--- src/design/sata_command_descriptor_builder_core_defines.svh ---
// assertion macros for the command descriptor builder
`ifndef SATA_COMMAND_DESCRIPTOR_BUILDER_CORE_DEFINES_SVH
`define SATA_COMMAND_DESCRIPTOR_BUILDER_CORE_DEFINES_SVH

// same-cycle implication, checked outside reset
`define SCDB_ASSERT_NOW(label, clk, rst_n, ante, cons, msg) \
    label: assert property (@(posedge clk) disable iff (!(rst_n)) (ante) |-> (cons)) \
        else $error(msg);

// next-cycle implication, checked outside reset
`define SCDB_ASSERT_NEXT(label, clk, rst_n, ante, cons, msg) \
    label: assert property (@(posedge clk) disable iff (!(rst_n)) (ante) |=> (cons)) \
        else $error(msg);

`endif

--- src/design/scdb_pkg.sv ---
// shared types and constants of the command descriptor builder
`timescale 1ns / 1ps

package scdb_pkg;

    // sizing
    localparam int SLOT_COUNT        = 32;
    localparam int MAX_ENTRIES       = 63;
    localparam int SECTORS_PER_ENTRY = 16;
    localparam int MAX_SECTORS       = MAX_ENTRIES * SECTORS_PER_ENTRY;

    // field widths
    localparam int SLOT_W   = 5;
    localparam int COUNT_W  = 6;
    localparam int LBA_W    = 48;
    localparam int SECT_W   = 16;
    localparam int FCOUNT_W = 10;
    localparam int ADDR_W   = 32;
    localparam int BC_W     = 13;

    // entry geometry
    localparam logic [ADDR_W-1:0] ENTRY_STRIDE         = 32'd8192;
    localparam logic [BC_W-1:0]   ENTRY_BYTES_LESS_ONE = 13'h1FFF;
    localparam logic [8:0]        SECTOR_BYTES_LOW     = 9'h1FF;

    // ATA opcodes
    localparam logic [7:0] OP_READ     = 8'h25;
    localparam logic [7:0] OP_WRITE    = 8'h35;
    localparam logic [7:0] OP_IDENTIFY = 8'hEC;

    // register map
    localparam logic [0:0] REG_INTERRUPT_ON_LAST = 1'b0;

    // request kinds
    typedef enum logic [1:0] {
        KIND_READ     = 2'd0,
        KIND_WRITE    = 2'd1,
        KIND_IDENTIFY = 2'd2,
        KIND_UNUSED   = 2'd3
    } t_kind;

    // result kinds
    typedef enum logic [1:0] {
        RK_HEADER    = 2'd0,
        RK_ENTRY     = 2'd1,
        RK_NO_SLOT   = 2'd2,
        RK_BAD_COUNT = 2'd3
    } t_result_kind;

    // sequencer states
    typedef enum logic [1:0] {
        ST_IDLE,
        ST_HEADER,
        ST_ENTRY
    } t_state;

    // controller to datapath
    typedef struct packed {
        logic load;
        logic emit_header;
        logic emit_entry;
    } t_dp_cmd;

    // datapath to controller
    typedef struct packed {
        logic error_result;
        logic last_entry;
    } t_dp_status;

endpackage

--- src/design/scdb_datapath.sv ---
// request capture, slot pick and result formatting
`timescale 1ns / 1ps

module scdb_datapath (
    input  logic                        i_clk,
    input  scdb_pkg::t_dp_cmd           i_cmd,
    output scdb_pkg::t_dp_status        o_status,
    input  logic                        i_irq_on_last,
    input  logic [1:0]                  i_kind,
    input  logic [scdb_pkg::LBA_W-1:0]  i_block_address,
    input  logic [scdb_pkg::SECT_W-1:0] i_sectors_requested,
    input  logic [scdb_pkg::ADDR_W-1:0] i_buffer_address,
    input  logic [31:0]                 i_slots_active,
    input  logic [31:0]                 i_slots_issued,
    output logic [1:0]                  o_result_kind,
    output logic [scdb_pkg::SLOT_W-1:0] o_slot,
    output logic                        o_write_flag,
    output logic [scdb_pkg::COUNT_W-1:0] o_entry_count,
    output logic [7:0]                  o_command_code,
    output logic [scdb_pkg::LBA_W-1:0]  o_fis_address,
    output logic [scdb_pkg::FCOUNT_W-1:0] o_fis_count,
    output logic                        o_lba_mode,
    output logic [scdb_pkg::ADDR_W-1:0] o_data_address,
    output logic [scdb_pkg::BC_W-1:0]   o_byte_count_less_one,
    output logic                        o_interrupt_on_done,
    output logic                        o_last
);
    import scdb_pkg::*;

    // captured request
    logic               r_found;
    logic               r_bad;
    logic               r_identify;
    logic               r_write;
    logic [SLOT_W-1:0]  r_slot;
    logic [LBA_W-1:0]   r_lba;
    logic [FCOUNT_W-1:0] r_fcount;
    logic [3:0]         r_tail;
    logic [ADDR_W-1:0]  r_addr;
    logic [COUNT_W-1:0] r_entries_left;

    // output register
    logic [1:0]          r_rk;
    logic [SLOT_W-1:0]   r_oslot;
    logic                r_owrite;
    logic [COUNT_W-1:0]  r_oec;
    logic [7:0]          r_occ;
    logic [LBA_W-1:0]    r_ofa;
    logic [FCOUNT_W-1:0] r_ofc;
    logic                r_olba;
    logic [ADDR_W-1:0]   r_oda;
    logic [BC_W-1:0]     r_obc;
    logic                r_oirq;
    logic                r_olast;

    logic [31:0]         busy;
    logic [SLOT_W-1:0]   free_slot;
    logic                free_found;
    logic [SECT_W-1:0]   count_m1;
    logic                is_identify;
    logic                count_bad;
    logic [COUNT_W-1:0]  n_entries;

    // lowest slot clear in both masks
    always_comb begin
        busy       = i_slots_active | i_slots_issued;
        free_slot  = '0;
        free_found = 1'b0;
        for (int i = SLOT_COUNT - 1; i >= 0; i--) begin
            if (!busy[i]) begin
                free_slot  = SLOT_W'(i);
                free_found = 1'b1;
            end
        end
    end

    // count checks and entry count
    always_comb begin
        count_m1    = i_sectors_requested - 16'd1;
        is_identify = (i_kind == KIND_IDENTIFY);
        count_bad   = (i_kind == KIND_UNUSED) ||
                      (!is_identify && ((i_sectors_requested == '0) ||
                       (i_sectors_requested > SECT_W'(MAX_SECTORS))));
        n_entries   = is_identify ? COUNT_W'(1) : (count_m1[9:4] + 6'd1);
    end

    // status to the sequencer
    always_comb begin
        o_status.error_result = !r_found || r_bad;
        o_status.last_entry   = (r_entries_left == COUNT_W'(1));
    end

    // request capture and entry walk
    always_ff @(posedge i_clk) begin
        if (i_cmd.load) begin
            r_found        <= free_found;
            r_bad          <= count_bad;
            r_identify     <= is_identify;
            r_write        <= (i_kind == KIND_WRITE);
            r_slot         <= free_slot;
            r_lba          <= i_block_address;
            r_fcount       <= i_sectors_requested[FCOUNT_W-1:0];
            r_tail         <= is_identify ? 4'd0 : count_m1[3:0];
            r_addr         <= i_buffer_address;
            r_entries_left <= n_entries;
        end else if (i_cmd.emit_entry) begin
            r_addr         <= r_addr + ENTRY_STRIDE;
            r_entries_left <= r_entries_left - COUNT_W'(1);
        end
    end

    // result formatting
    always_ff @(posedge i_clk) begin
        if (i_cmd.emit_header) begin
            r_oda   <= '0;
            r_obc   <= '0;
            r_oirq  <= 1'b0;
            if (!r_found || r_bad) begin
                r_rk     <= r_found ? RK_BAD_COUNT : RK_NO_SLOT;
                r_oslot  <= '0;
                r_owrite <= 1'b0;
                r_oec    <= '0;
                r_occ    <= '0;
                r_ofa    <= '0;
                r_ofc    <= '0;
                r_olba   <= 1'b0;
                r_olast  <= 1'b1;
            end else if (r_identify) begin
                r_rk     <= RK_HEADER;
                r_oslot  <= r_slot;
                r_owrite <= 1'b0;
                r_oec    <= r_entries_left;
                r_occ    <= OP_IDENTIFY;
                r_ofa    <= '0;
                r_ofc    <= '0;
                r_olba   <= 1'b0;
                r_olast  <= 1'b0;
            end else begin
                r_rk     <= RK_HEADER;
                r_oslot  <= r_slot;
                r_owrite <= r_write;
                r_oec    <= r_entries_left;
                r_occ    <= r_write ? OP_WRITE : OP_READ;
                r_ofa    <= r_lba;
                r_ofc    <= r_fcount;
                r_olba   <= 1'b1;
                r_olast  <= 1'b0;
            end
        end else if (i_cmd.emit_entry) begin
            r_rk     <= RK_ENTRY;
            r_oslot  <= r_slot;
            r_owrite <= 1'b0;
            r_oec    <= '0;
            r_occ    <= '0;
            r_ofa    <= '0;
            r_ofc    <= '0;
            r_olba   <= 1'b0;
            r_oda    <= r_addr;
            if (o_status.last_entry) begin
                r_obc   <= {r_tail, SECTOR_BYTES_LOW};
                r_oirq  <= r_identify | i_irq_on_last;
                r_olast <= 1'b1;
            end else begin
                r_obc   <= ENTRY_BYTES_LESS_ONE;
                r_oirq  <= 1'b0;
                r_olast <= 1'b0;
            end
        end
    end

    assign o_result_kind         = r_rk;
    assign o_slot                = r_oslot;
    assign o_write_flag          = r_owrite;
    assign o_entry_count         = r_oec;
    assign o_command_code        = r_occ;
    assign o_fis_address         = r_ofa;
    assign o_fis_count           = r_ofc;
    assign o_lba_mode            = r_olba;
    assign o_data_address        = r_oda;
    assign o_byte_count_less_one = r_obc;
    assign o_interrupt_on_done   = r_oirq;
    assign o_last                = r_olast;

endmodule

--- src/design/scdb_controller.sv ---
// sequencer: capture, header, one entry per unstalled cycle
`timescale 1ns / 1ps

module scdb_controller (
    input  logic                 i_clk,
    input  logic                 i_rst_n,
    input  logic                 i_valid,
    output logic                 o_stall,
    output logic                 o_valid,
    input  logic                 i_stall,
    input  scdb_pkg::t_dp_status i_status,
    output scdb_pkg::t_dp_cmd    o_cmd
);
    import scdb_pkg::*;

    t_state r_state;
    t_state n_state;
    logic   r_out_valid;
    logic   n_out_valid;
    logic   out_free;

    // output register can take a new result
    assign out_free = !r_out_valid || !i_stall;

    // next state
    always_comb begin
        n_state = r_state;
        unique case (r_state)
            ST_IDLE: begin
                if (i_valid) n_state = ST_HEADER;
            end
            ST_HEADER: begin
                if (out_free) n_state = i_status.error_result ? ST_IDLE : ST_ENTRY;
            end
            ST_ENTRY: begin
                if (out_free && i_status.last_entry) n_state = ST_IDLE;
            end
            default: n_state = ST_IDLE;
        endcase
    end

    // datapath commands and handshake outputs
    always_comb begin
        o_cmd       = '0;
        o_stall     = 1'b1;
        unique case (r_state)
            ST_IDLE: begin
                o_stall    = 1'b0;
                o_cmd.load = i_valid;
            end
            ST_HEADER: begin
                o_cmd.emit_header = out_free;
            end
            ST_ENTRY: begin
                o_cmd.emit_entry = out_free;
            end
            default: begin
                o_stall = 1'b1;
            end
        endcase
        n_out_valid = (o_cmd.emit_header || o_cmd.emit_entry) ? 1'b1 :
                      (i_stall ? r_out_valid : 1'b0);
    end

    // state and output valid
    always_ff @(posedge i_clk) begin
        if (!i_rst_n) begin
            r_state     <= ST_IDLE;
            r_out_valid <= 1'b0;
        end else begin
            r_state     <= n_state;
            r_out_valid <= n_out_valid;
        end
    end

    assign o_valid = r_out_valid;

endmodule

--- src/design/sata_command_descriptor_builder_core.sv ---
// top level of the command descriptor builder
//
// channel   direction  handshake           payload
// request   in         i_valid / o_stall   kind, block address, count, buffer, slot masks
// result    out        o_valid / i_stall   header, scatter entry or error code
// config    in         APB psel/penable    interrupt_on_last at byte address 0
//
// a read or write of n scatter entries runs through capture of the request, the
// header and then the n entries; identify gives a header and one entry, an error one result.
// the single output register emits at most one result per cycle.
// reset clears the sequencer and the output valid, interrupt_on_last resets to 1.
// a stalled result holds the output register; the sequencer waits in header or
// entry until it is taken, and in idle still captures the next request.
`timescale 1ns / 1ps

`include "sata_command_descriptor_builder_core_defines.svh"

module sata_command_descriptor_builder_core (
    input  logic                          i_clk,
    input  logic                          i_rst_n,
    // configuration
    input  logic                          psel,
    input  logic                          penable,
    input  logic                          pwrite,
    input  logic [2:0]                    paddr,
    input  logic [31:0]                   pwdata,
    output logic [31:0]                   prdata,
    output logic                          pready,
    // request
    input  logic                          i_valid,
    output logic                          o_stall,
    input  logic [1:0]                    i_kind,
    input  logic [scdb_pkg::LBA_W-1:0]    i_block_address,
    input  logic [scdb_pkg::SECT_W-1:0]   i_sectors_requested,
    input  logic [scdb_pkg::ADDR_W-1:0]   i_buffer_address,
    input  logic [31:0]                   i_slots_active,
    input  logic [31:0]                   i_slots_issued,
    // result
    output logic                          o_valid,
    input  logic                          i_stall,
    output logic [1:0]                    o_result_kind,
    output logic [scdb_pkg::SLOT_W-1:0]   o_slot,
    output logic                          o_write_flag,
    output logic [scdb_pkg::COUNT_W-1:0]  o_entry_count,
    output logic [7:0]                    o_command_code,
    output logic [scdb_pkg::LBA_W-1:0]    o_fis_address,
    output logic [scdb_pkg::FCOUNT_W-1:0] o_fis_count,
    output logic                          o_lba_mode,
    output logic [scdb_pkg::ADDR_W-1:0]   o_data_address,
    output logic [scdb_pkg::BC_W-1:0]     o_byte_count_less_one,
    output logic                          o_interrupt_on_done,
    output logic                          o_last
);
    import scdb_pkg::*;

    logic       r_irq_on_last;
    t_dp_cmd    dp_cmd;
    t_dp_status dp_status;

    // configuration register
    always_ff @(posedge i_clk) begin
        if (!i_rst_n) begin
            r_irq_on_last <= 1'b1;
        end else if (psel && penable && pwrite && (paddr[2] == REG_INTERRUPT_ON_LAST)) begin
            r_irq_on_last <= pwdata[0];
        end
    end

    assign pready = 1'b1;
    assign prdata = (paddr[2] == REG_INTERRUPT_ON_LAST) ? {31'd0, r_irq_on_last} : 32'd0;

    // sequencer
    scdb_controller u_ctrl (
        .i_clk    (i_clk),
        .i_rst_n  (i_rst_n),
        .i_valid  (i_valid),
        .o_stall  (o_stall),
        .o_valid  (o_valid),
        .i_stall  (i_stall),
        .i_status (dp_status),
        .o_cmd    (dp_cmd)
    );

    // datapath
    scdb_datapath u_dp (
        .i_clk                 (i_clk),
        .i_cmd                 (dp_cmd),
        .o_status              (dp_status),
        .i_irq_on_last         (r_irq_on_last),
        .i_kind                (i_kind),
        .i_block_address       (i_block_address),
        .i_sectors_requested   (i_sectors_requested),
        .i_buffer_address      (i_buffer_address),
        .i_slots_active        (i_slots_active),
        .i_slots_issued        (i_slots_issued),
        .o_result_kind         (o_result_kind),
        .o_slot                (o_slot),
        .o_write_flag          (o_write_flag),
        .o_entry_count         (o_entry_count),
        .o_command_code        (o_command_code),
        .o_fis_address         (o_fis_address),
        .o_fis_count           (o_fis_count),
        .o_lba_mode            (o_lba_mode),
        .o_data_address        (o_data_address),
        .o_byte_count_less_one (o_byte_count_less_one),
        .o_interrupt_on_done   (o_interrupt_on_done),
        .o_last                (o_last)
    );

    // one request at a time
    `SCDB_ASSERT_NEXT(a_one_request, i_clk, i_rst_n, i_valid && !o_stall, o_stall, "request accepted while busy")

    // a header is never the final result
    `SCDB_ASSERT_NOW(a_header_not_last, i_clk, i_rst_n, o_valid && (o_result_kind == RK_HEADER), !o_last, "header marked last")

    // errors are single results with no slot
    `SCDB_ASSERT_NOW(a_error_shape, i_clk, i_rst_n, o_valid && ((o_result_kind == RK_NO_SLOT) || (o_result_kind == RK_BAD_COUNT)), o_last && (o_slot == '0), "malformed error result")

    // interrupt bit only on the final entry
    `SCDB_ASSERT_NOW(a_irq_on_last, i_clk, i_rst_n, o_valid && o_interrupt_on_done, o_last && (o_result_kind == RK_ENTRY), "interrupt on non-final result")

endmodule
--- config.mk ---
export PLATFORM = sky130hd
export DESIGN_NAME = sata_command_descriptor_builder_core
export DESIGN_NICKNAME = d
export VERILOG_FILES = /design/src/design/scdb_pkg.sv /design/src/design/scdb_datapath.sv /design/src/design/scdb_controller.sv /design/src/design/sata_command_descriptor_builder_core.sv
export VERILOG_INCLUDE_DIRS = /design/src /design/src/design
export SDC_FILE = /design/constraint.sdc
export NUM_CORES = 1
export LEC_CHECK = 0
export ABC_CLOCK_PERIOD_IN_PS = 4320
export BUFFER_PORTS_ARGS = -buffer_cell sky130_fd_sc_hd__buf_4
export CORE_MARGIN = 2
export CORE_UTILIZATION = 41
export CTS_CLUSTER_SIZE = 16
export DETAILED_ROUTE_END_ITERATION = 6
export PLACE_DENSITY = 0.79
export SLEW_MARGIN = 10
export SYNTH_ARGS = -nofsm -noshare
export SYNTH_HDL_FRONTEND = slang
export SYNTH_SLANG_ARGS = --single-unit
--- constraint.sdc ---
create_clock -name i_clk -period 4.32 [get_ports i_clk]
set_input_delay 0.432 -clock i_clk [delete_from_list [all_inputs] [get_ports i_clk]]
set_output_delay 0.432 -clock i_clk [all_outputs]
set_load 0.01 [all_outputs]
=== After elaboration in Yosys (flattened, before gate mapping) ===
Cells that the tools add are included.
Widths: inputs -> output; s select.

* Add/sub/neg operators: 4
* Magnitude comparators: 1
* Equality and inequality tests: 10
* Multiplexer cells: 85
* Bitwise gates (word level): 3
* Reduce and logical (&&, ||, !) cells: 24

{| class="wikitable"
|+ Operator list
! cell !! count
|-
| $mux 48 || 4
|-
| $mux 5 || 20
|-
| $mux 32 || 2
|-
| $mux 10 || 4
|-
| $mux 6 || 6
|-
| $add 32x14->32 const B || 1
|-
| $mux 4 || 8
|-
| $mux 8 || 4
|-
| $or 32x32->32 || 1
|-
| $reduce_and 31->1 || 1
|-
| $mux 1 || 22
|-
| $mux 2 || 9
|-
| $gt 16x10->1 const B || 1
|-
| $logic_not 16->1 || 1
|-
| $reduce_and 16->1 || 1
|-
| $mux 13 || 1
|-
| $mux 3 || 4
|-
| $sub 10x1->10 const B || 1
|-
| $reduce_and 8->1 || 1
|-
| $add 6x1->6 const B || 1
|-
| $eq 2x2->1 const B || 3
|-
| $eq 6x1->1 const B || 1
|-
| $ne 2x1->1 const B || 3
|-
| $pmux 2 s3 || 1
|-
| 13 further kinds || 26
|}

* Register bits: 241
* Logic and storage cells: 156

=== Logic depth before layout (Yosys ltp) ===
Gate-level depths: netlist of the first run.

* Depth after elaboration: 32
* Mapped depth: 10
* Mapped depth without buffers: 10

=== By module ===
A second synthesis of the first run with hierarchy kept.

* Cell total of the unflattened synthesis: 753
* Area total of the unflattened synthesis: 9634.2 um2

{| class="wikitable"
|+ Modules (own cells, without submodules)
! module !! times used !! cells each !! area an instance (um2)
|-
| scdb_datapath || 1 || 693 || 9140.0
|-
| sata_command_descriptor_builder_core || 1 || 40 || 320.3
|-
| scdb_controller || 1 || 20 || 173.9
|}

=== Worst setup path after synthesis of the first run ===
OpenSTA, ideal clock, no wires.

* Path type: input -> register
* Start: in i_valid
* End: reg u_dp.r_entries_left[2] (data pin)
* Arrival time: 3568 ps
* Required time: 3924 ps
* Path slack: 356 ps
* Stages: 5
* Path through: or3b_1 -> buf_6 -> clkinv_4 -> clkbuf_1 -> o22ai_1

{| class="wikitable"
|+ RTL lines
! what !! RTL line !! RTL
|-
| from (decl) || sata_command_descriptor_builder_core.sv:30 || <nowiki>input logic i_valid,</nowiki>
|-
| to (signal assigned) || scdb_datapath.sv:105 || <nowiki>r_entries_left <= n_entries;</nowiki>
|-
| to (signal assigned) || scdb_datapath.sv:108 || <nowiki>r_entries_left <= r_entries_left - COUNT_W'(1);</nowiki>
|-
| to (decl) || scdb_datapath.sv:40 || <nowiki>logic [COUNT_W-1:0] r_entries_left;</nowiki>
|}

=== Worst setup path in the final report of the first run ===
* Start: reg u_ctrl.r_state[1]
* End: reg u_dp.r_addr[24] (enable)

* Longest elaborated chain between the ends: 3

{| class="wikitable"
|+ Ends and longest elaborated chain
! what !! RTL line !! RTL
|-
| from (decl) || scdb_controller.sv:16 || <nowiki>t_state r_state;</nowiki>
|-
| from (signal assigned) || scdb_controller.sv:71 || <nowiki>r_state <= n_state;</nowiki>
|-
| $eq 2x2->1 / $logic_not 2->1 (equally long branches) || scdb_controller.sv:46 || <nowiki>unique case (r_state)</nowiki>
|-
| $mux 1 || scdb_controller.sv:46 ||
|-
| $reduce_bool 2->1 (no source line) * || - ||
|-
| to (signal assigned) || scdb_datapath.sv:104 || <nowiki>r_addr <= i_buffer_address;</nowiki>
|-
| to (signal assigned) || scdb_datapath.sv:107 || <nowiki>r_addr <= r_addr + ENTRY_STRIDE;</nowiki>
|-
| to (decl) || scdb_datapath.sv:39 || <nowiki>logic [ADDR_W-1:0] r_addr;</nowiki>
|}

Mark *: on every way between the ends. The rest lies on a longest branch, timed or not.
A chain may end at the register's enable or synchronous reset.

==> results.txt, run 1 <==
Outcome -> completed
Total grt overflow -> 0
Worst path most repeated cell -> nand2_1
Drt total wl -> 23200 um
Pre-antenna DRT Iters -> 5
Inserted Clock Buffers -> 24
Max Fclk -> 421 MHz
Die Ht -> 157 um
Combinational power share -> 12.3%
Root Buffer -> clkbuf_16
Final setup violating endpoints -> 0
Pin count of the biggest net entering global routing -> 78
DRC errors left -> 0
Share of the synthesized area in the top cell type -> 58.4%
Top post-synthesis cells by area -> edfxtp_1 58%, dfxtp_1 8.8%, and2_1 5.6%
Area Overhead vs Synth -> 33.0%
MaxCap Viol Count -> 0
Max-slew violations -> 0
Leakage -> 5.12 nW
Initial antenna violation count -> 5
Area of the multi-input gates -> 2770 um2
Leading cell type in the layout, fill and taps excluded -> buf_4
HP Class -> primary input to register
Minimum clock period -> 2370 ps
Chip width -> 157 um
Most frequent cells in the layout -> 306 x buf_4, 186 x edfxtp_1, 103 x nand2_1
Core Area -> 22800 um2
EDFF count, synth -> 186
Setup TNS -> 0 ps
Setup crit start kind -> register
Initial Utilization -> 42.0%
First-pass GRT wire length -> 34200 um
Post-synthesis sequential area ratio -> 67.2%
Die ar. -> 24600 um2
Worst clock skew -> 9.44 ps
YS warnings -> 0
Power, Total -> 5.33 mW
Vias -> 6849
CTS tree -> done
Arr. time, crit path -> 2500 ps
CTS Hold Bufs -> 0
Antenna viol nets, final -> 0
Period utilisation layout -> 54.9%
Max VDD drop -> 0.251 mV
WL/cell -> 16.5 um
Hpwl dp -> 17000 um
Power density cells -> 419 nW/um2
Part of the power in registers -> 49.8%
Share of layout cells above drive strength 1 -> 32.4%
Synth unique cells -> 57
Cell Int Power -> 4.10 mW
Syn Inst Count -> 777
Actual slew at the worst max-slew pin -> 1140 ps
Clock power frac -> 37.9%
Clk_lat worst skew -> 510 ps
Max incr delay on CP -> 890 ps
Sw Share -> 23.2%
Total GRT Usage -> 18.1%
CP max stage cell -> nand2_1
Vias per cell -> 4.89
Kind of critical path -> register to register
Post-synthesis cell type with the largest combined area -> edfxtp_1
Num rows -> 55
Ys async rst share -> 0%
Setup crit end kind -> register
Number of global-route vias before repair -> 6512
CTS sink cnt -> 228
Seq cells post-synth -> 228
Sequential cell area -> 6430 um2
Most used DFF post-synth -> edfxtp_1
Slew HR -> 23.6%
Psw -> 1.23 mW
Filler Cell Count -> 1907
Post-CTS Setup Inserts -> 0
Clk pin slew, worst setup/hold paths -> 60 ps
Final Hold Viols -> 0
Critical-path cell list -> nor2b_1 > nand2_1 > buf_4 > nand2_1
Crit Path Max Fanout -> 37
I/O pin total -> 367
Fin nets -> 1277
Critical path required time -> 4450 ps
H-tree depth -> 1
RSZ-0062 raised after global routing -> no
I/O Buffers -> 300
Routability cong. -> 0.895
Initial detailed-routing violation count -> 392
Area of the mapped netlist -> 9560 um2
Clk buf depth -> 3
Syn Area/Cell -> 12.3 um2
Post-CTS Resized -> 0
-- per-stage QoR --
step	utilization, %	cell area (um2)	hold slack, ps	worst slack [ps]	cells
6_report	55.8	12700	93.3	1950	1402
4_1_cts	55.8	12700	75.1	1930	1397
3_5_place_dp	52.4	11900	448	1810	1355
3_3_place_gp	52.4	11900	444	1860	1355
2_1_floorplan	-	9680	436	356	808
5_1_grt	55.8	12700	71.0	1710	1402
-- flip-flops by register name, summed over array words and instances (netlist names), 6 cells and up --
signal,flops
u_dp.r_fcount,10
u_dp.r_addr,32
u_dp.o_data_address,32
u_dp.o_fis_count,10
u_dp.o_entry_count,6
u_dp.o_fis_address,48
u_dp.r_entries_left,6
u_dp.r_lba,48
-- final cells by class --
type | instances | share of cell area (%)
Clock buffer | 28 | 4.92
Tap cell | 313 | 3.08
Multi-Input combinational cell | 497 | 21.7
Clock inverter | 14 | 1.21
Sequential cell | 228 | 50.5
Timing Repair Buffer | 306 | 18.1
Inverter | 11 | 0.364
Antenna cell | 5 | 0.0984
-- Yosys cell counts, drive strengths merged, types with 4 or more instances --
cell and count:
dfxtp 42, a21oi 42, o21ai 28, xnor2 17, nand4 7, nor4 5
nand3 9, clkbuf 17, nand2 106, o32ai 4, ha 5, nor2b 5
and4 4, or2 4, buf 55, and2 86, o22ai 20, nor3 16
xor2 14, nor2 47, edfxtp 186, inv 10
-- critical path, delay by kind of cell, from the launching register on --
family	cells	cell delay, ps
flip-flops	1	380
AND/OR/NAND/NOR	3	1300
buffers and inverters	1	280
-- power by group through the flow --
stage                     combinational [mW]  clock, mW  sequential (mW)
after floorplan                        0.311          0             2.73
after global placement                 0.643          0             2.70
after detailed placement               0.658          0             2.70
after CTS                              0.661       2.07             2.66
after global routing                   0.716       2.16             2.68
final                                  0.654       2.02             2.66
-- metal layers --
| layer | wire length [um] | global-route usage (%) | share of wire [%] |
|---|---|---|---|
| met5 | 0 | 0 | 0 |
| met4 | 1230 | 9.96 | 5.3 |
| met3 | 1510 | 3.24 | 6.5 |
| met2 | 12100 | 33.2 | 52 |
| met1 | 8360 | 19.6 | 36 |
-- kinds of logic (layout without fill, tap and decap cells) --
group / Yosys count / in the layout / share of synthesized area, %
other cells: 2 / 38 / 0.0785
fa+ha+maj: 5 / 5 / 0.654
compound gates: 115 / 115 / 7.18
simple gates: 310 / 310 / 16.5
mux: 3 / 3 / 0.314
xor+xnor: 31 / 31 / 2.84
flops: 228 / 228 / 67.2
buf+inv: 83 / 359 / 5.23
-- final timing paths --
| kind | slack [ps] | start | depth (start not counted) | to |
|---|---|---|---|---|
| worst min register to register | 460 | u_dp.o_data_address[10]$_SDFFE_PP0P_ | 2 | u_dp.o_data_address[10]$_SDFFE_PP0P_ |
| worst max-delay path | 1950 | u_ctrl.r_state[1]$_SDFFE_PN0P_ | 4 | u_dp.r_addr[24]$_DFFE_PP_ |
| worst min-delay path | 90 | i_block_address[44] | 1 | u_dp.r_lba[44]$_DFFE_PP_ |
| worst max register to register | 1950 | u_ctrl.r_state[1]$_SDFFE_PN0P_ | 4 | u_dp.r_addr[24]$_DFFE_PP_ |
No activity file was read; power rests on OpenSTA's default activity.
==> run 2: changes to the inputs <==
--- a/config.mk
+++ b/config.mk
@@ -6,7 +6,7 @@
 export SDC_FILE = /design/constraint.sdc
 export NUM_CORES = 1
 export LEC_CHECK = 0
-export ABC_CLOCK_PERIOD_IN_PS = 4320
+export ABC_CLOCK_PERIOD_IN_PS = 2200
 export BUFFER_PORTS_ARGS = -buffer_cell sky130_fd_sc_hd__buf_4
 export CORE_MARGIN = 2
 export CORE_UTILIZATION = 41
==> constraint.sdc (replaced) <==
create_clock -name i_clk -period 2.2 [get_ports i_clk]
set_input_delay 0.22 -clock i_clk [delete_from_list [all_inputs] [get_ports i_clk]]
set_output_delay 0.22 -clock i_clk [all_outputs]
set_load 0.01 [all_outputs]
==> results.txt, run 2 (synthesis results as in run 1) <==
Crit Path Max Fanout -> 6 (was 37)
Sw Share -> 23.0% (was 23.2%)
Kind of critical path -> primary input to register (was register to register)
Total grt overflow -> 0 (unchanged)
Slew HR -> 59.9% (was 23.6%)
CTS sink cnt -> 228 (unchanged)
Number of global-route vias before repair -> 7297 (was 6512)
Worst Hold Depth -> 3 (was 1)
DP Area -> 12100 um2 (was 11900 um2)
Part of the power in registers -> 49.1% (was 49.8%)
Critical-path cell list -> dlygate4sd3_1 > buf_4 > or4b_1 > nand2_2 > ha_2 > buf_4 > xor2_1 > xnor2_1 > o22ai_1 (was nor2b_1 > nand2_1 > buf_4 > nand2_1)
Initial antenna violation count -> 0 (was 5)
Worst reg-to-reg path cell count -> 6 (was 4)
Outcome -> completed (unchanged)
WP buf/inv -> 3 (was 1)
Hold endpoint -> u_dp.r_addr[21]$_DFFE_PP_ (was u_dp.r_lba[44]$_DFFE_PP_)
Cell Int Power -> 8.20 mW (was 4.10 mW)
Hold WS -> 16.6 ps (was 93.3 ps)
Max Fclk -> 472 MHz
Combinational power share -> 13.8% (was 12.3%)
Routability cong. -> 0.867 (was 0.895)
Antenna diodes -> 0 (was 5)
H-tree depth -> 1 (unchanged)
Final setup violating endpoints -> 0 (unchanged)
Root Buffer -> clkbuf_16 (unchanged)
Final instance area -> 13700 um2 (was 12700 um2)
Leading cell type in the layout, fill and taps excluded -> buf_4 (unchanged)
Max VDD drop -> 0.473 mV (was 0.251 mV)
Psw -> 2.45 mW (was 1.23 mW)
Clk buf depth -> 3 (unchanged)
Initial Utilization -> 42.0% (unchanged)
Initial detailed-routing violation count -> 495 (was 392)
Inserted Clock Buffers -> 23 (was 24)
Area Overhead vs Synth -> 43.4% (was 33.0%)
Core Area -> 22800 um2 (unchanged)
Hpwl dp -> 17800 um (was 17000 um)
Actual slew at the worst max-slew pin -> 599 ps (was 1140 ps)
Drt total wl -> 25400 um (was 23200 um)
Setup crit end kind -> register (unchanged)
Leakage -> 5.55 nW (was 5.12 nW)
Antenna viol nets, final -> 0 (unchanged)
RR Endpoint -> u_dp.r_entries_left[5]$_DFFE_PP_ (was u_dp.r_addr[24]$_DFFE_PP_)
RSZ-0062 raised after global routing -> no (unchanged)
MaxCap Viol Count -> 0 (unchanged)
Fin nets -> 1374 (was 1277)
Critical path required time -> 2450 ps (was 4450 ps)
Vias per cell -> 4.87 (was 4.89)
I/O Buffers -> 300 (unchanged)
CTS tree -> done (unchanged)
Clock power frac -> 37.1% (was 37.9%)
Setup crit start kind -> primary input (was register)
Max-slew violations -> 0 (unchanged)
Worst path most repeated cell -> buf_4 (was nand2_1)
Setup TNS -> 0 ps (unchanged)
DRC errors left -> 0 (unchanged)
Most frequent cells in the layout -> 315 x buf_4, 186 x edfxtp_1, 102 x nand2_1 (was 306 x buf_4, 186 x edfxtp_1, 103 x nand2_1)
Pre-antenna DRT Iters -> 4 (was 5)
CP max stage cell -> dlygate4sd3_1 (was nand2_1)
R2R setup slack -> 270 ps (was 1950 ps)
Clk_lat worst skew -> 500 ps (was 510 ps)
Die Ht -> 157 um (unchanged)
Chip width -> 157 um (unchanged)
Worst clock skew -> 28.7 ps (was 9.44 ps)
Vias -> 7272 (was 6849)
Power density cells -> 776 nW/um2 (was 419 nW/um2)
HP Start -> i_buffer_address[21] (was i_block_address[44])
Clk pin slew, worst setup/hold paths -> 60 ps (about the same)
First-pass GRT wire length -> 37800 um (was 34200 um)
I/O pin total -> 367 (unchanged)
Kind of cell adding the most delay to the critical path -> buffers and inverters (was simple AND/OR/NAND/NOR gates)
Die ar. -> 24600 um2 (unchanged)
Share of layout cells above drive strength 1 -> 31.2% (was 32.4%)
Max incr delay on CP -> 570 ps (was 890 ps)
Arr. time, crit path -> 2360 ps (was 2500 ps)
HP Class -> primary input to register (unchanged)
Num rows -> 55 (unchanged)
WL/cell -> 17.0 um (was 16.5 um)
Worst reg2reg startpoint -> u_ctrl.r_state[1]$_SDFFE_PN0P_ (unchanged)
Final Hold Viols -> 0 (unchanged)
Pin count of the biggest net entering global routing -> 61 (was 78)
Total GRT Usage -> 19.9% (was 18.1%)
Period utilisation layout -> 96.3%
Minimum clock period -> 2120 ps
## run 2: cell type report
type | instances | area (um2)
inverter | 11 | 46.3
clock inverter | 11 | 134
sequential | 228 | 6430
fill | 1756 | 9060
timing repair buffer | 404 | 3310
clock buffer | 29 | 638
tap | 313 | 392
multi-input combinational | 497 | 2780
## run 2: through the flow
stage,total power [mW],worst slack (ps),util [%],std cells
floorplan,5.96,161,-,808
global placement,6.61,53.2,53.1,1369
detailed placement,6.65,34.9,53.1,1369
CTS,10.7,88.8,60.2,1493
global route,11.0,15.5,60.2,1493
finish,10.6,81.0,60.2,1493
## run 2: how the worst max path moves through the flow
stage,from,to,slack [ps],cells past startpoint
floorplan,u_ctrl.r_state[1]$_SDFFE_PN0P_,u_dp.r_entries_left[2]$_DFFE_PP_,160,5
global placement,i_sectors_requested[1],u_dp.r_entries_left[4]$_DFFE_PP_,50,10
detailed placement,i_sectors_requested[1],u_dp.r_entries_left[2]$_DFFE_PP_,30,10
CTS,i_sectors_requested[3],u_dp.r_entries_left[4]$_DFFE_PP_,90,10
global route,i_sectors_requested[3],u_dp.r_entries_left[2]$_DFFE_PP_,20,9
finish,i_sectors_requested[3],u_dp.r_entries_left[2]$_DFFE_PP_,80,9
## run 2: metal layers
metal | routed length [um] | GRT usage (%) | part of all wire, %
met4 | 978 | 8.65 | 3.8
met2 | 13700 | 38.6 | 54
met1 | 9220 | 21.0 | 36
met5 | 0 | 0 | 0
met3 | 1560 | 3.41 | 6.1
## run 2: tightest hold or removal path, stage by stage
cell and delay, ps:
buf_4 80, nand2_1 40, o21ai_0 70
## run 2: what timing repair did
item,in CTS,in global routing
hold buffers,84,0
endpoints found under the setup margin,0,2
resized for setup,0,4
buffers inserted,0,0
endpoints found under the hold margin,85,0
## run 2: power groups by stage
stage | Sequential, mW | Combinational, mW | Clock (mW)
detailed placement | 5.31 | 1.34 | 0
CTS | 5.22 | 1.47 | 4.02
global route | 5.26 | 1.60 | 4.18
finish | 5.22 | 1.47 | 3.95
global placement | 5.29 | 1.31 | 0
floorplan | 5.34 | 0.612 | 0
==> run 3: changes to the inputs <==
--- a/config.mk
+++ b/config.mk
@@ -9,10 +9,10 @@
 export ABC_CLOCK_PERIOD_IN_PS = 2200
 export BUFFER_PORTS_ARGS = -buffer_cell sky130_fd_sc_hd__buf_4
 export CORE_MARGIN = 2
-export CORE_UTILIZATION = 41
+export CORE_UTILIZATION = 30
 export CTS_CLUSTER_SIZE = 16
 export DETAILED_ROUTE_END_ITERATION = 6
-export PLACE_DENSITY = 0.79
+export PLACE_DENSITY = 0.63
 export SLEW_MARGIN = 10
 export SYNTH_ARGS = -nofsm -noshare
 export SYNTH_HDL_FRONTEND = slang
==> results.txt, run 3 (synthesis results as in run 1) <==
Max-slew violations -> 0 (unchanged)
Critical-path cell list -> dlygate4sd3_1 > buf_4 > or4b_1 > nand2_1 > ha_1 > nand3_1 > o21ai_0 > xnor2_1 > o22ai_1 (was dlygate4sd3_1 > buf_4 > or4b_1 > nand2_2 > ha_2 > buf_4 > xor2_1 > xnor2_1 > o22ai_1)
Hpwl dp -> 17700 um (was 17800 um)
Total GRT Usage -> 14.5% (was 19.9%)
Met1 Wirelength -> 9720 um (was 9220 um)
Setup TNS -> 0 ps (unchanged)
MaxCap Viol Count -> 0 (unchanged)
Drt total wl -> 25000 um (was 25400 um)
WL/cell -> 15.7 um (was 17.0 um)
Area Overhead vs Synth -> 44.9% (was 43.4%)
Die ar. -> 33300 um2 (was 24600 um2)
Leading cell type in the layout, fill and taps excluded -> buf_4 (unchanged)
First-pass GRT wire length -> 38100 um (was 37800 um)
Root Buffer -> clkbuf_16 (unchanged)
Worst clock skew -> 12.5 ps (was 28.7 ps)
H-tree depth -> 1 (unchanged)
Routability cong. -> 0.819 (was 0.867)
DRC errors left -> 0 (unchanged)
Num rows -> 65 (was 55)
Power density cells -> 765 nW/um2 (was 776 nW/um2)
Chip width -> 183 um (was 157 um)
Final Core Density -> 44.0% (was 60.2%)
I/O pin total -> 367 (unchanged)
Leakage -> 5.55 nW (about the same)
Share of layout cells above drive strength 1 -> 30.8% (was 31.2%)
Core Area -> 31500 um2 (was 22800 um2)
CTS sink cnt -> 228 (unchanged)
Slew HR -> 62.0% (was 59.9%)
Post-CTS Resized -> 0 (unchanged)
Arr. time, crit path -> 2350 ps (was 2360 ps)
I/O Buffers -> 300 (unchanged)
Number of global-route vias before repair -> 7203 (was 7297)
Total grt overflow -> 0 (unchanged)
CTS tree -> done (unchanged)
CP max stage cell -> dlygate4sd3_1 (unchanged)
Initial detailed-routing violation count -> 319 (was 495)
Kind of critical path -> primary input to register (unchanged)
Initial Utilization -> 30.4% (was 42.0%)
Antenna viol nets, final -> 0 (unchanged)
RSZ-0062 raised after global routing -> no (unchanged)
Initial antenna violation count -> 0 (unchanged)
CTS Hold Bufs -> 89 (was 84)
Crit Path Max Fanout -> 5 (was 6)
Inserted Clock Buffers -> 25 (was 23)
Vias per cell -> 4.51 (was 4.87)
Most frequent cells in the layout -> 314 x buf_4, 186 x edfxtp_1, 103 x nand2_1 (was 315 x buf_4, 186 x edfxtp_1, 102 x nand2_1)
Kind of cell adding the most delay to the critical path -> simple AND/OR/NAND/NOR gates (was buffers and inverters)
Pin count of the biggest net entering global routing -> 85 (was 61)
Pre-antenna DRT Iters -> 4 (unchanged)
Max Fclk -> 476 MHz (was 472 MHz)
WP buf/inv -> 2 (was 3)
Die Ht -> 183 um (was 157 um)
Clk_lat worst skew -> 520 ps (was 500 ps)
Max VDD drop -> 0.434 mV (was 0.473 mV)
Clk buf depth -> 3 (unchanged)
Final Hold Viols -> 0 (unchanged)
Critical path required time -> 2450 ps (about the same)
Outcome -> completed (unchanged)
Setup crit start kind -> primary input (unchanged)
Fin nets -> 1380 (was 1374)
HP Class -> primary input to register (unchanged)
Setup crit end kind -> register (unchanged)
Antenna diodes -> 0 (unchanged)
WL met3 -> 1550 um (was 1560 um)
Highest metal used -> met4 (unchanged)
Final setup violating endpoints -> 0 (unchanged)
Minimum clock period -> 2100 ps (was 2120 ps)
Clk pin slew, worst setup/hold paths -> 60 ps (about the same)
Post-CTS Setup Inserts -> 0 (unchanged)
Routed wl met2 -> 12900 um (was 13700 um)
Vias -> 7179 (was 7272)
Max incr delay on CP -> 550 ps (was 570 ps)
Actual slew at the worst max-slew pin -> 556 ps (was 599 ps)
Period utilisation layout -> 95.5% (was 96.3%)
-- run 3: changes by cell type in the layout (fill, tap and decap cells not counted), moves of 2 or more --
cell	before	now
clkinvlp_4	0	4
dlygate4sd3_1	84	89
clkbuf_8	4	1
clkbuf_16	23	25
clkbuf_1	2	4
bufinv_16	3	1
-- run 3: cell type report --
cell class / count / area, um2
clock buffers: 30 / 654
clock inverters: 15 / 113
fillers: 2889 / 17600
well taps: 402 / 503
inverters: 11 / 46.3
flip-flops and latches: 228 / 6430
repair buffers: 408 / 3350
multi-input cells: 497 / 2770
-- run 3: routing by layer --
metal,vias to the layer above,GRT usage (%)
li1,3485,-
met1,3367,16.1
met2,274,27.0
met3,53,2.93
met4,0,5.81
met5,-,0
-- run 3: path summary, 6_finish.rpt --
path                                                            from                                    to  slack (ps)  cells past startpoint
worst max-delay path                          i_sectors_requested[4]      u_dp.r_entries_left[4]$_DFFE_PP_         100                      9
worst min-delay path                            i_buffer_address[30]             u_dp.r_addr[30]$_DFFE_PP_          20                      3
worst max register to register             u_dp.r_addr[13]$_DFFE_PP_             u_dp.r_addr[31]$_DFFE_PP_         310                      6
worst min register to register  u_dp.o_data_address[25]$_SDFFE_PP0P_  u_dp.o_data_address[25]$_SDFFE_PP0P_         460                      2
-- run 3: report_power, final --
group	internal [mW]	leakage [nW]	switching, mW	total, mW
clock	2.24	0.365	1.68	3.92
sequential	5.05	2.16	0.159	5.21
combinational	0.749	3.02	0.727	1.48
total	8.04	5.55	2.56	10.6
-- run 3: worst min-delay path, cell delays in order --
cell	delay, ps
buf_4	80
nand2_1	40
o21ai_0	80
-- run 3: through the flow --
stage | power, mW | hold slack, ps | std cells | instance area (um2) | worst slack, ps
floorplan | 5.96 | 282 | 808 | 9690 | 161
global placement | 6.63 | 399 | 1457 | 12200 | 54.1
detailed placement | 6.66 | 400 | 1457 | 12200 | 18.1
CTS | 10.8 | 2.03 | 1591 | 13900 | 147
global route | 11.1 | 16.1 | 1591 | 13900 | 27.3
finish | 10.6 | 18.5 | 1591 | 13900 | 98.6
